## src/hdl/ogi_pkg.sv

```systemverilog
`timescale 1ns / 1ps
// ----------------------------------------------------------------------------
// ogi_pkg
// Shared types, constants and codes for the occupancy grid inflation block.
// ----------------------------------------------------------------------------
package ogi_pkg;

    localparam int GRID_ROWS = 128;
    localparam int GRID_COLS = 128;
    localparam int ROW_W     = $clog2(GRID_ROWS);
    localparam int COL_W     = $clog2(GRID_COLS);
    localparam int CNT_W     = 8;
    localparam int POS_W     = 11;
    localparam int DIV_W     = 12;
    localparam int DEN_W     = 5;
    localparam int STEP_W    = $clog2(DIV_W);
    localparam int NUM_REGS  = 5;
    localparam int PADDR_W   = $clog2(NUM_REGS * 4);
    localparam int PDATA_W   = 32;
    localparam int IDX_W     = PADDR_W - 2;

    typedef enum logic [1:0] {
        ACT_CLEAR = 2'd0,
        ACT_PIXEL = 2'd1,
        ACT_READ  = 2'd2,
        ACT_NONE  = 2'd3
    } t_action;

    typedef enum logic [IDX_W-1:0] {
        REG_CELL_PIXELS  = IDX_W'(0),
        REG_IMAGE_WIDTH  = IDX_W'(1),
        REG_IMAGE_HEIGHT = IDX_W'(2),
        REG_INFLATE_ROWS = IDX_W'(3),
        REG_INFLATE_COLS = IDX_W'(4)
    } t_reg_idx;

    typedef enum logic [2:0] {
        S_CLEAR,
        S_GEOM,
        S_GEOM_WAIT,
        S_IDLE,
        S_PIX_WAIT,
        S_WIN,
        S_WIN_WAIT,
        S_RESULT
    } t_state;

    typedef struct packed {
        logic [4:0]  cell_pixels;
        logic [11:0] image_width;
        logic [11:0] image_height;
        logic [3:0]  inflate_rows;
        logic [3:0]  inflate_cols;
    } t_cfg;

    typedef struct packed {
        logic [1:0]       action;
        logic [POS_W-1:0] pos_x;
        logic [POS_W-1:0] pos_y;
        logic [7:0]       red;
        logic [7:0]       green;
        logic [7:0]       blue;
    } t_item;

    typedef struct packed {
        logic             blocked;
        logic [CNT_W-1:0] grid_rows;
        logic [CNT_W-1:0] grid_cols;
    } t_result;

    typedef struct packed {
        logic load;
        logic div_start;
        logic div_geom;
        logic geom_save;
        logic pix_set;
        logic clr_step;
        logic win_step;
        logic out_load;
    } t_cmd;

    typedef struct packed {
        t_action act;
        logic    black;
        logic    border;
        logic    div_done;
        logic    pix_in;
        logic    clr_last;
        logic    win_last;
        logic    out_free;
    } t_stat;

endpackage

```

## src/hdl/ogi_ctrl.sv

```systemverilog
`timescale 1ns / 1ps
// ----------------------------------------------------------------------------
// ogi_ctrl
// Controller: sequences clear, geometry, pixel write and window read.
// ----------------------------------------------------------------------------
module ogi_ctrl (
    input  logic           i_clk,
    input  logic           i_rst_n,
    input  logic           i_in_valid,
    output logic           o_in_ready,
    input  logic           i_cfg_wr,
    input  ogi_pkg::t_stat i_stat,
    output ogi_pkg::t_cmd  o_cmd
);

    ogi_pkg::t_state r_state;
    ogi_pkg::t_state n_state;
    logic            r_dirty;
    logic            n_dirty;
    logic            w_ready;
    logic            w_accept;

    assign w_ready  = (r_state == ogi_pkg::S_IDLE) && !r_dirty && !i_cfg_wr;
    assign w_accept = w_ready && i_in_valid;

    always_ff @(posedge i_clk) begin
        if (!i_rst_n) begin
            r_state <= ogi_pkg::S_CLEAR;
            r_dirty <= 1'b1;
        end else begin
            r_state <= n_state;
            r_dirty <= n_dirty;
        end
    end

    always_comb begin
        n_dirty = i_cfg_wr ? 1'b1 : ((r_state == ogi_pkg::S_GEOM) ? 1'b0 : r_dirty);
        n_state = r_state;
        unique case (r_state)
            ogi_pkg::S_CLEAR: begin
                if (i_stat.clr_last) n_state = ogi_pkg::S_IDLE;
            end
            ogi_pkg::S_GEOM: begin
                n_state = ogi_pkg::S_GEOM_WAIT;
            end
            ogi_pkg::S_GEOM_WAIT: begin
                if (i_stat.div_done) n_state = ogi_pkg::S_IDLE;
            end
            ogi_pkg::S_IDLE: begin
                if (r_dirty) begin
                    n_state = ogi_pkg::S_GEOM;
                end else if (w_accept) begin
                    unique case (i_stat.act)
                        ogi_pkg::ACT_CLEAR: n_state = ogi_pkg::S_CLEAR;
                        ogi_pkg::ACT_PIXEL: n_state = i_stat.black ? ogi_pkg::S_PIX_WAIT
                                                                   : ogi_pkg::S_IDLE;
                        ogi_pkg::ACT_READ:  n_state = i_stat.border ? ogi_pkg::S_RESULT
                                                                    : ogi_pkg::S_WIN;
                        default:            n_state = ogi_pkg::S_IDLE;
                    endcase
                end
            end
            ogi_pkg::S_PIX_WAIT: begin
                if (i_stat.div_done) n_state = ogi_pkg::S_IDLE;
            end
            ogi_pkg::S_WIN: begin
                if (i_stat.win_last) n_state = ogi_pkg::S_WIN_WAIT;
            end
            ogi_pkg::S_WIN_WAIT: begin
                n_state = ogi_pkg::S_RESULT;
            end
            ogi_pkg::S_RESULT: begin
                if (i_stat.out_free) n_state = ogi_pkg::S_IDLE;
            end
            default: n_state = ogi_pkg::S_IDLE;
        endcase
    end

    always_comb begin
        o_in_ready      = w_ready;
        o_cmd.load      = w_accept;
        o_cmd.div_geom  = (r_state == ogi_pkg::S_GEOM);
        o_cmd.div_start = (r_state == ogi_pkg::S_GEOM)
                       || (w_accept && (i_stat.act == ogi_pkg::ACT_PIXEL) && i_stat.black);
        o_cmd.geom_save = (r_state == ogi_pkg::S_GEOM_WAIT) && i_stat.div_done;
        o_cmd.pix_set   = (r_state == ogi_pkg::S_PIX_WAIT) && i_stat.div_done && i_stat.pix_in;
        o_cmd.clr_step  = (r_state == ogi_pkg::S_CLEAR);
        o_cmd.win_step  = (r_state == ogi_pkg::S_WIN);
        o_cmd.out_load  = (r_state == ogi_pkg::S_RESULT) && i_stat.out_free;
    end

endmodule

```

## config.mk

```make
export PLATFORM = sky130hd
export DESIGN_NAME = ogi_ctrl
export DESIGN_NICKNAME = d
export VERILOG_FILES = /design/src/hdl/ogi_pkg.sv /design/src/hdl/ogi_ctrl.sv
export SDC_FILE = /design/constraint.sdc
export NUM_CORES = 1
export LEC_CHECK = 0
export ABC_CLOCK_PERIOD_IN_PS = 1800
export BUFFER_PORTS_ARGS = -buffer_cell sky130_fd_sc_hd__clkbuf_2
export CAP_MARGIN = 20
export CORE_AREA = 5 5 42 44
export CTS_BUF_LIST = sky130_fd_sc_hd__clkbuf_4
export CTS_CLUSTER_DIAMETER = 50
export DETAILED_ROUTE_END_ITERATION = 10
export DIE_AREA = 0 0 47 49
export PLACE_DENSITY = 0.6
export SYNTH_ARGS = -nofsm -noshare
export SYNTH_HDL_FRONTEND = slang
export SYNTH_SLANG_ARGS = --single-unit
```

## constraint.sdc

```tcl
create_clock -name i_clk -period 1.8 [get_ports i_clk]
set_clock_uncertainty 0.2 [all_clocks]
set_input_delay 0.27 -clock i_clk [delete_from_list [all_inputs] [get_ports i_clk]]
set_output_delay 0.27 -clock i_clk [all_outputs]
set_load 0.02 [all_outputs]
```

==> flow_summary.json <==
{
  "root_buffer": "clkbuf_4",
  "htree_levels": 1,
  "path_depth": 4,
  "cts_tree": "built",
  "synth_cell_type_count": 33,
  "grt_pass1_wl_um": 1950,
  "clk_pin_slew_ns": 0.04,
  "cts.sinks": 4,
  "max_stage_delay_ns": 0.37,
  "die-area_sq_mm": 0.00230,
  "cp_slowest_cell": "or3_4",
  "antenna_found_initial": 0,
  "finalCritPeriodShare": 1.03,
  "crit_type": "reg -> out",
  "holdBufCountCts": 0,
  "slew_violations": 0,
  "path_buf_inv": 2,
  "status": "finished, violations left",
  "hold_path_depth": 2,
  "cp.arrival_ns": 1.38,
  "cts_buffers": 3,
  "peakVddDrop_mv": 0.366,
  "critical_path_required_ns": 1.33,
  "power_leakage_nw": 0.266,
  "slew_headroom": 0.841,
  "insertion_delay_ns": 0.24,
  "violations": "setup timing",
  "finalCriticalPeriod_ns": 1.85,
  "ys.warnings.count": 0,
  "num_rows": 14,
  "p_total_mw": 0.355,
  "fmax_ghz": 0.542,
  "hold_viol": 0,
  "cts_max_path_buffers": 2,
  "syn-instance-count": 54,
  "synth.avg_cell_area_sq_um": 7.81,
  "die_x_um": 47,
  "seq_area_frac_synth": 0.190,
  "cap_violations": 0,
  "critPathTopFamily": "simple AND/OR/NAND/NOR gates",
  "synth_nets": 67,
  "gp_congestion": 0.735,
  "path_cells": "inv_4 -> or3_4 -> o32ai_2 -> buf_4",
  "dr.pass1.iters": 2,
  "hp-class": "in -> reg",
  "cp-end-kind": "output pin",
  "setup_ws_ns": -0.0458,
  "crit_path_max_fanout": 5,
  "drive_gt1_frac": 0.532,
  "port_buffers": 21,
  "grt_usage": 0.118,
  "gr-total-overflow": 0,
  "reg2reg_depth": 4,
  "num_io_pins": 22,
  "vias_per_cell": 5.37,
  "syn-cell-area_sq_um": 422,
  "ant_nets": 0,
  "diodes": 0,
  "finalSetupViolCount": 1,
  "avgRoutedWirePerCell_um": 12.1,
  "die_y_um": 49,
  "grt_pass1_vias": 476,
  "core_sq_mm": 0.00140,
  "vias": 510,
  "fin_nets": 94,
  "routed_wl_um": 1150,
  "drt_iter0_drc": 6,
  "critical_path.startpoint_type": "flip-flop",
  "place_hpwl_um": 895,
  "worst-slew-pin-transition_ns": 0.238,
  "power.density_mw_per_mm2": 595,
  "drc_errors": 0,
  "synth-seq-cells": 4,
  "rsz0062_at_grt": "true",
  "start_util": 0.301,
  "area_delta_synth_final_pct": 41.5,
  "utilization": 0.426,
  "grt_max_degree": 14
}
-- per-stage QoR --
step                TNS [ns]  worst slack, ns  area, sq um  std cells  hold WS, ns
global placement           0            0.113          548         91        0.294
detailed placement         0           0.0877          548         91        0.292
finish               -0.0458          -0.0458          597         95       0.0481
global route          -0.130           -0.130          597         95       0.0602
CTS                  -0.0886          -0.0886          582         95       0.0455
floorplan                  0           0.0107          422         54        0.153
-- cell usage after synthesis --
cell type / n / area [sq um]
a2bb2oi_1: 1 / 8.76
mux2_2: 1 / 11.3
nand3b_1: 2 / 15.0
a21oi_1: 2 / 10.0
inv_4: 1 / 6.26
nand2b_2: 1 / 8.76
nand2_2: 1 / 6.26
or4_1: 1 / 7.51
and4bb_1: 1 / 12.5
or3_4: 1 / 11.3
buf_4: 1 / 7.51
o21ai_0: 3 / 15.0
xor2_1: 1 / 8.76
buf_6: 1 / 11.3
a221oi_2: 1 / 15.0
inv_1: 1 / 3.75
nand2_1: 3 / 11.3
o22a_1: 1 / 8.76
o21ai_1: 2 / 10.0
nand3_1: 1 / 5.00
nor2b_1: 2 / 12.5
a221oi_1: 1 / 8.76
nand2b_1: 2 / 12.5
o311a_1: 1 / 10.0
and3_2: 1 / 7.51
o22ai_1: 1 / 6.26
dfxtp_1: 4 / 80.1
mux2_1: 1 / 11.3
buf_2: 2 / 10.0
nor2_1: 5 / 18.8
nand4b_1: 1 / 8.76
o32ai_2: 1 / 16.3
nor3_1: 5 / 25.0
-- registers in the layout (all words and copies together), names as in the netlist --
name	cells
r_state	3
r_dirty	1
-- where the power goes --
group,switching (mW),internal (mW)
logic,0.0713,0.0616
registers,0.00582,0.0968
clock network,0.0443,0.0751
total,0.121,0.233
-- cell families (layout without fill, tap and decap cells) --
group / after synthesis / in the layout / synth area share
xor gates and xnor gates: 1 / 1 / 0.0208
DFF: 4 / 4 / 0.190
and+or+nand+nor: 27 / 27 / 0.386
muxes: 2 / 2 / 0.0534
AOI/OAI and AO/OA: 14 / 14 / 0.258
buffers and inverters: 6 / 31 / 0.0920
-- final cells by class --
cell class	count	area (sq um)
multi-input combinational	44	313
clock buffer	3	22.5
inverter	2	10.0
tap	16	20.0
fill	165	805
timing repair buffer	26	148
sequential	4	83.8
-- cells in the final DEF, fill, tap and decap left out, types with 2 or more instances in the layout --
cell,instances
clkbuf_2,17
buf_4,7
nor2_1,5
nor3_1,4
nand2_1,3
o21ai_0,3
clkbuf_4,3
dfxtp_2,3
nand2b_1,2
nand3b_1,2
nor2b_1,2
o21ai_1,2
a21oi_1,2
buf_2,2
-- final timing paths --
check / start / to / slack, ns
worst max-delay path: r_state[1] / o_cmd[6] / -0.05
worst min-delay path: i_rst_n / r_dirty / 0.05
worst max register to register: r_state[2] / r_state[0] / 0.15
worst min register to register: r_dirty / r_dirty / 0.35
-- what timing repair did --
item | CTS | global route
endpoints found under the setup margin | 1 | 4
gates cloned | 0 | 0
resized for setup | 3 | 9
setup buffers | 1 | 0
pin swaps | 1 | 0
-- routing by layer --
layer  wire length [um]  vias up  global-route usage
met5                  0        -                   0
met4                 19        0              0.0553
met3                 94        4              0.0664
met2                569       13               0.163
met1                467      243               0.145
li1                   -      250                   -
No activity file was read; power rests on OpenSTA's default activity.
