===== src/hdl/ogi_pkg.sv =====
`timescale 1ns / 1ps
// ----------------------------------------------------------------------------
// ogi_pkg
// Shared types, constants and codes for the occupancy grid inflation block.
// ----------------------------------------------------------------------------
package ogi_pkg;

    localparam int GRID_ROWS = 128;
    localparam int GRID_COLS = 128;
    localparam int ROW_W     = $clog2(GRID_ROWS);
    localparam int COL_W     = $clog2(GRID_COLS);
    localparam int CNT_W     = 8;
    localparam int POS_W     = 11;
    localparam int DIV_W     = 12;
    localparam int DEN_W     = 5;
    localparam int STEP_W    = $clog2(DIV_W);
    localparam int NUM_REGS  = 5;
    localparam int PADDR_W   = $clog2(NUM_REGS * 4);
    localparam int PDATA_W   = 32;
    localparam int IDX_W     = PADDR_W - 2;

    typedef enum logic [1:0] {
        ACT_CLEAR = 2'd0,
        ACT_PIXEL = 2'd1,
        ACT_READ  = 2'd2,
        ACT_NONE  = 2'd3
    } t_action;

    typedef enum logic [IDX_W-1:0] {
        REG_CELL_PIXELS  = IDX_W'(0),
        REG_IMAGE_WIDTH  = IDX_W'(1),
        REG_IMAGE_HEIGHT = IDX_W'(2),
        REG_INFLATE_ROWS = IDX_W'(3),
        REG_INFLATE_COLS = IDX_W'(4)
    } t_reg_idx;

    typedef enum logic [2:0] {
        S_CLEAR,
        S_GEOM,
        S_GEOM_WAIT,
        S_IDLE,
        S_PIX_WAIT,
        S_WIN,
        S_WIN_WAIT,
        S_RESULT
    } t_state;

    typedef struct packed {
        logic [4:0]  cell_pixels;
        logic [11:0] image_width;
        logic [11:0] image_height;
        logic [3:0]  inflate_rows;
        logic [3:0]  inflate_cols;
    } t_cfg;

    typedef struct packed {
        logic [1:0]       action;
        logic [POS_W-1:0] pos_x;
        logic [POS_W-1:0] pos_y;
        logic [7:0]       red;
        logic [7:0]       green;
        logic [7:0]       blue;
    } t_item;

    typedef struct packed {
        logic             blocked;
        logic [CNT_W-1:0] grid_rows;
        logic [CNT_W-1:0] grid_cols;
    } t_result;

    typedef struct packed {
        logic load;
        logic div_start;
        logic div_geom;
        logic geom_save;
        logic pix_set;
        logic clr_step;
        logic win_step;
        logic out_load;
    } t_cmd;

    typedef struct packed {
        t_action act;
        logic    black;
        logic    border;
        logic    div_done;
        logic    pix_in;
        logic    clr_last;
        logic    win_last;
        logic    out_free;
    } t_stat;

endpackage


===== src/hdl/ogi_regs.sv =====
`timescale 1ns / 1ps
// ----------------------------------------------------------------------------
// ogi_regs
// APB configuration registers with write strobe.
// ----------------------------------------------------------------------------
module ogi_regs (
    input  logic                          i_clk,
    input  logic                          i_rst_n,
    input  logic                          psel,
    input  logic                          penable,
    input  logic                          pwrite,
    input  logic [ogi_pkg::PADDR_W-1:0]   paddr,
    input  logic [ogi_pkg::PDATA_W-1:0]   pwdata,
    output logic [ogi_pkg::PDATA_W-1:0]   prdata,
    output logic                          pready,
    output ogi_pkg::t_cfg                 o_cfg,
    output logic                          o_cfg_wr
);

    ogi_pkg::t_cfg    r_cfg;
    ogi_pkg::t_reg_idx w_idx;
    logic             w_wr;

    assign pready   = 1'b1;
    assign w_idx    = ogi_pkg::t_reg_idx'(paddr[ogi_pkg::PADDR_W-1:2]);
    assign w_wr     = psel && penable && pwrite;
    assign o_cfg    = r_cfg;
    assign o_cfg_wr = w_wr;

    always_ff @(posedge i_clk) begin
        if (!i_rst_n) begin
            r_cfg.cell_pixels  <= 5'd1;
            r_cfg.image_width  <= 12'd128;
            r_cfg.image_height <= 12'd128;
            r_cfg.inflate_rows <= 4'd0;
            r_cfg.inflate_cols <= 4'd0;
        end else if (w_wr) begin
            unique case (w_idx)
                ogi_pkg::REG_CELL_PIXELS:  r_cfg.cell_pixels  <= pwdata[4:0];
                ogi_pkg::REG_IMAGE_WIDTH:  r_cfg.image_width  <= pwdata[11:0];
                ogi_pkg::REG_IMAGE_HEIGHT: r_cfg.image_height <= pwdata[11:0];
                ogi_pkg::REG_INFLATE_ROWS: r_cfg.inflate_rows <= pwdata[3:0];
                ogi_pkg::REG_INFLATE_COLS: r_cfg.inflate_cols <= pwdata[3:0];
                default: ;
            endcase
        end
    end

    always_comb begin
        unique case (w_idx)
            ogi_pkg::REG_CELL_PIXELS:  prdata = ogi_pkg::PDATA_W'(r_cfg.cell_pixels);
            ogi_pkg::REG_IMAGE_WIDTH:  prdata = ogi_pkg::PDATA_W'(r_cfg.image_width);
            ogi_pkg::REG_IMAGE_HEIGHT: prdata = ogi_pkg::PDATA_W'(r_cfg.image_height);
            ogi_pkg::REG_INFLATE_ROWS: prdata = ogi_pkg::PDATA_W'(r_cfg.inflate_rows);
            ogi_pkg::REG_INFLATE_COLS: prdata = ogi_pkg::PDATA_W'(r_cfg.inflate_cols);
            default:                   prdata = '0;
        endcase
    end

endmodule


===== config.mk =====
export PLATFORM = sky130hd
export DESIGN_NAME = ogi_regs
export DESIGN_NICKNAME = d
export VERILOG_FILES = /design/src/hdl/ogi_pkg.sv /design/src/hdl/ogi_regs.sv
export SDC_FILE = /design/constraint.sdc
export NUM_CORES = 1
export LEC_CHECK = 0
export ABC_AREA = 1
export CAP_MARGIN = 20
export CORE_MARGIN = 3
export CORE_UTILIZATION = 25
export DETAILED_ROUTE_END_ITERATION = 8
export DONT_BUFFER_PORTS = 1
export HOLD_SLACK_MARGIN = 0.03
export MAX_ROUTING_LAYER = met4
export PLACE_DENSITY = 0.37
export SLEW_MARGIN = 10
export SYNTH_ARGS = -nofsm -noshare
export SYNTH_HDL_FRONTEND = slang
export SYNTH_SLANG_ARGS = --single-unit

===== constraint.sdc =====
create_clock -name i_clk -period 1.2 [get_ports i_clk]
set_input_delay 0.24 -clock i_clk [delete_from_list [all_inputs] [get_ports i_clk]]
set_output_delay 0.24 -clock i_clk [all_outputs]
set_load 0.03 [all_outputs]

==> results of run 1 <==
critical path: stages, from the launching register on:
cell and delay (ns):
dfxtp_2 0.35, nand3_2 0.07, nand2_1 0.07, nor2_1 0.04, buf_4 0.14, nand2_8 0.08
metrics by stage:
| stage | setup WS [ns] | util [%] | power, mW |
|---|---|---|---|
| finish | -0.0912 | 35.9 | 2.57 |
| global route | -0.149 | 35.9 | 2.71 |
| CTS | -0.110 | 35.0 | 2.60 |
| detailed placement | -0.0400 | 32.1 | 1.66 |
| global placement | -0.0448 | 32.1 | 1.66 |
| floorplan | -0.00163 | - | 1.65 |
cell families (layout without fill, tap and decap cells):
family          after synthesis  after routing
flops                        37             37
simple gates                222            222
compound gates                3              3
other cells                   2             21
buf+inv                      54             83
placed cells by master, fill, tap and decap left out, types with 3 or more instances in the layout:
master / count
nand3_2: 8
buf_12: 4
nand2_1: 67
nand2_2: 9
nand3_1: 35
o21ai_0: 3
buf_4: 49
nor2_1: 71
dfxtp_1: 22
clkbuf_8: 5
buf_6: 3
dfxtp_2: 15
nor2_4: 7
nand4_1: 7
nand2_4: 10
inv_1: 15
conb_1: 21
nor2_2: 4
final cells by class:
cell class | instances | share of cell area (%)
Inverter | 17 | 2.36
Clock inverter | 3 | 0.622
Sequential cell | 37 | 27.0
Multi-Input combinational cell | 246 | 44.7
Timing Repair Buffer | 58 | 18.4
Tap cell | 102 | 4.53
Clock buffer | 5 | 2.44
how the worst max path moves through the flow:
stage	endpoint	slack, ns	cells after the start
6_report	prdata[2]	-0.09	5
5_1_grt	prdata[2]	-0.15	5
4_1_cts	prdata[2]	-0.11	5
3_5_place_dp	prdata[4]	-0.04	6
3_3_place_gp	prdata[4]	-0.04	6
2_1_floorplan	prdata[0]	-0.002	8
routing by layer:
metal | vias to the layer above | track usage (%) | share of wire (%)
met4 | 0 | 3.56 | 0.86
met2 | 61 | 22.1 | 47
li1 | 1042 | - | -
met5 | - | - | 0
met1 | 900 | 18.9 | 47
met3 | 5 | 3.46 | 5.2
timing repair:
item                                    4_1_cts  5_1_grt
endpoints found under the setup margin       12       12
gates resized for setup                      38        9
buffers inserted                              1        3
cloned                                        0        1
endpoints found under the hold margin         3        0
pin swaps                                    19       14
hold buffers                                  1        0
power by group:
group / switching, mW / leakage, nW / internal (mW) / total (mW)
Sequential: 0.00887 / 0.306 / 1.24 / 1.25
Combinational: 0.289 / 0.931 / 0.121 / 0.410
Clock: 0.507 / 0.0439 / 0.402 / 0.909
==> results.md, run 1 <==
* Initial antenna violation count at 0
* Synth Warn # at 0
* Setup WS post-layout at -0.0912 ns
* DR WL/cell at between 10 and 15 um
* Placed inst area at approximately 0.0025 mm2
* PwrDens at about 910 mW/mm2
* GR Overflow Total at 0
* GPL Wtd Cong at ~0.73
* Count of cell types in the netlist at 19
* Max FFs per register at 37
* Initial core utilization at 26.2%
* Total negative slack at -0.202 ns
* Main combinational cell family by area after synthesis: simple AND/OR/NAND/NOR gates
* CTS HTree Levels at 2
* Worst Path Required at 0.96 ns
* Most repeated cell in the gate-level netlist after synthesis: nand2_1
* CP Launch Type: register
* Slew Limit Fails at 0
* Footprint of the multi-input gates at roughly 0.0013 mm2
* Routed Antenna Nets at 0
* Synthesized flop and latch total at 37
* Die H at 96.7 um
* Clock buffer depth at 2
* Max Fanout on Critical Path at 2
* Clock Root Buffer: clkbuf_8
* Vias at 2008
* Worst Reg-to-Reg Cells at 4
* Later-pin clock latency in the skew report at between 0.2 and 0.3 ns
* Hold Path End: o_cfg[14]$_SDFFE_PN0P_
* Fill cells at 899
* Rows at 32
* First-pass GRT wire length at 10.2 mm
* Peak supply drop at between 0.0003 and 0.0004 V
* Fin crit share at 108%
* TritonCTS Buffers at 5
* Hold path depth at 2
* Port-buffer cells at 0
* Via density at around 4.3
* I/O Pins at between 100 and 150
* Width of the die at a little under 100 um
* EDFF count, synth at 0
* # nets final at just over 400
* Worst hold slack at roughly 0.049 ns
* Final Critical Period at ~1.3 ns
* Post-synthesis mux area share at 0%
* Detailed Route Iter0 Violations at 88
* Clock transition at path regs at 0.09 ns
* Final WL at approximately 6.7 mm
* Synth top area cells: dfxtp_1 (36%), nand2_1 (16%), nor2_1 (14%)
* R2R Path Start: o_cfg[1]$_SDFFE_PN0P_
* Worst Setup SP: o_cfg[2]$_SDFFE_PN0P_
* Asr flop ratio synth at 0%
* Final setup vio count at 4
* Simple-gate share of the synthesized area at 46.7%
* Vias in the first global route at about 1800
* Cell taking the most area after synthesis: dfxtp_1
* Clock skew at 0 ns
* Final instance area at 0.00282 mm2
* DR pass1 iterations at 4
* Layout cells sized above 1 at roughly a third
* P_leak at 1.28 nW
* Status: finished, violations left
* Fraction of the yosys area taken by sequential cells at between 30% and 40%
* Synth Area in XOR/XNOR at 0%
* Clk sinks at 37
* DRC viols at 0
* Total GRT Usage at 14.3%
* Non-filler instance count after layout at 468
* Synth Area per Inst at between 6 and 7 um2
* Register area at between 700 and 800 um2
* Area growth from synthesis to layout at 36.8%
* Final Hold Fails at 0
* RSZ-0062 raised after global routing: yes
* Setup crit end kind: primary output
* Post-DP HPWL at approximately 4.7 mm
* F_max at ~770 MHz
* CP arrival at around 1.1 ns
* Adder-Cell Fraction of Synth Area at 0%
* Kind of critical path: reg -> out
* Failing checks: setup timing
* TritonCTS clock tree: built
* Largest net degree at the start of global routing at 36
* N_diodes at 0
* Area share of the largest cell type after synthesis at between 30% and 40%
* Placed Instances at roughly 450
* R2R Setup Slk at 0.33 ns
* Cells after synthesis at roughly 320
* Die area at roughly 0.0094 mm2
* Core footprint at roughly 0.008 mm2
* Reg2reg end: o_cfg[1]$_SDFFE_PN0P_
* Main flop type after synthesis: dfxtp_1
* Max Cap Viol at 0
* Synth Area in Compound Gates at less than 1%
* Commonest cells in the synthesized netlist: nand2_1 (87), nor2_1 (76), nand3_1 (43)
* Hold Path Origin: i_rst_n
* Synth Cell Area at 0.00206 mm2
* Hold Crit Class: in -> reg
No activity file was read; power rests on OpenSTA's default activity.
==> run 2: changes to the inputs <==
==> constraint.sdc (replaced) <==
create_clock -name i_clk -period 1.2 [get_ports i_clk]
set_input_delay 0 -clock i_clk [delete_from_list [all_inputs] [get_ports i_clk]]
set_output_delay 0 -clock i_clk [all_outputs]
set_load 0.03 [all_outputs]
==> run 2 against run 1 <==
Compared with the run above: the flow finishes with violations (hold timing); clock power up 2.6%; clock skew unchanged; worst hold slack worse by 0.071 ns.
==> results.md, run 2 (synthesis results as in run 1) <==
* Initial core utilization at a little over a quarter
* Status: finished, violations left
* DR WL/cell at approximately 13 um
* GR Layer Usage met2 at 22.0%
* I/O Pins at ~110
* Failing checks: hold timing
* Width of the die at around 97 um
* Setup crit end kind: register
* Worst Path Required at 1.38 ns
* Placed Instances at 460
* Peak supply drop at 0.000343 V
* TritonCTS Buffers at 5
* DRC viols at 0
* Fill cells at 912
* Final Hold Fails at 1
* Core footprint at ~0.0078 mm2
* R2R Path Start: o_cfg[27]$_SDFFE_PN1P_
* Clock skew at 0 ns
* Port-buffer cells at 0
* First-pass GRT wire length at 10.4 mm
* R2R Setup Slk at roughly 0.080 ns
* Fin crit share at slightly below 100%
* CP arrival at around 1.3 ns
* RSZ-0062 raised after global routing: yes
* Most frequent cells in the layout: nand2_1 (84), nor2_1 (73), buf_4 (51)
* Via density at about 4.2
* Final WL at roughly 6.5 mm
* Hold Crit Class: in -> reg
* Clock transition at path regs at about 0.08 ns
* Clock buffer depth at 2
* Total GRT Usage at between 10% and 20%
* Number of buffers and inverters on the critical path at 3
* Slew Limit Fails at 0
* N_diodes at 0
* Die area at roughly 0.0094 mm2
* Clk sinks at 37
* Vias in the first global route at ~1900
* Area growth from synthesis to layout at 37.3%
* Clock Root Buffer: clkbuf_8
* Post-DP HPWL at about 4.5 mm
* Worst Reg-to-Reg Cells at 3
* PwrDens at around 930 mW/mm2
* Initial antenna violation count at 0
* Reg2reg end: o_cfg[27]$_SDFFE_PN1P_
* F_max at just under 900 MHz
* # nets final at between 400 and 500
* TritonCTS clock tree: built
* CP Launch Type: input pin
* Hold Path End: o_cfg[15]$_SDFFE_PN1P_
* Delay-heaviest family, CP: buffers and inverters
* GR Overflow Total at 0
* Max FFs per register at 37
* Final setup vio count at 0
* Max Fanout on Critical Path at 4
* Detailed Route Iter0 Violations at 70
* P_leak at 1.33 nW
* Worst Setup SP: i_rst_n
* Critical path's largest stage delay at 0.59 ns
* Final Critical Period at between 1 and 1.5 ns
* Die H at 96.7 um
* GRT met1 Usage at a little under a fifth
* Worst hold slack at -0.0222 ns
* Hold Path Origin: paddr[3]
* M3 GR Usage at under 10%
* DR pass1 iterations at 4
* Utilization after layout at 36.0%
* GPL Wtd Cong at between 0.7 and 0.8
* Rows at 32
* Cell mode on critical path: dlygate4sd3_1
* Vias at roughly 2000
* Global route hottest layer: met2
* Later-pin clock latency in the skew report at approximately 0.29 ns
* Kind of critical path: in -> reg
* Hold path depth at 3
* CTS HTree Levels at 2
* Routed Antenna Nets at 0
* CP Cell Sequence: dlygate4sd3_1, buf_12, nand3_1, dlygate4sd3_1
* Max Cap Viol at 0
* Commonest non-fill, non-tap cell in the layout: nand2_1
* Layout cells sized above 1 at 24.3%
* Crit path max-delay cell type: dlygate4sd3_1
* Largest net degree at the start of global routing at 35
* Non-filler instance count after layout at just under 500
## run 2: cell count changes in the layout (fill, tap and decap cells not counted), sizes merged
cell / change
clkinv: -1
buf: +4
dlygate4sd3: +14
inv: -1
## run 2: tightest hold or removal path, cell delays in order
cell and delay (ns):
nand3_2 0.09, o21ai_0 0.08, nand3_1 0.07
## run 2: per-stage QoR
| step | setup WS (ns) | total power, mW | hold WS [ns] | setup TNS [ns] | area, um2 |
|---|---|---|---|---|---|
| after floorplan | 0.247 | 1.64 | 0.126 | 0 | 2130 |
| after global placement | 0.192 | 1.65 | 0.0946 | 0 | 2510 |
| after detailed placement | 0.203 | 1.65 | 0.0941 | 0 | 2510 |
| after CTS | 0.00426 | 2.66 | 0.0394 | 0 | 2790 |
| after global routing | -0.0115 | 2.75 | 0.0383 | -0.0215 | 2830 |
| final | 0.0477 | 2.63 | -0.0222 | 0 | 2830 |
## run 2: final cells by class
class	count	area, um2	share of cell area (%)
clock buffers	6	82.6	2.92
inverters	17	65.1	2.30
clock inverters	1	7.51	0.266
multi-input cells	246	1080	38.3
repair buffers	75	713	25.2
well taps	102	128	4.52
flip-flops and latches	37	748	26.5
## run 2: metal layers
metal | part of all wire [%] | vias to the layer above
met5 | 0 | -
met4 | 1.2 | 0
met3 | 5.6 | 6
met2 | 46 | 56
met1 | 47 | 894
li1 | - | 1072
## run 2: worst max-delay path by stage
stage / endpoint / slack [ns] / cells after the start
after floorplan: prdata[0] / 0.25 / 4
after global placement: prdata[4] / 0.19 / 7
after detailed placement: prdata[4] / 0.20 / 7
after CTS: prdata[1] / 0.004 / 5
after global routing: prdata[3] / -0.01 / 5
final: o_cfg[32]$_SDFFE_PN1P_ / 0.05 / 4
## run 2: report_power, final
group	switching [mW]	internal (mW)
combinational	0.303	0.140
sequential	0.0107	1.24
clock	0.478	0.455
total	0.791	1.84
## run 2: what timing repair did
item,4_1_cts,5_1_grt
buffers inserted,0,0
hold buffers,16,2
hold endpoints to repair,37,1
gates resized for setup,2,16
pin swaps,0,12
setup endpoints to repair,2,6
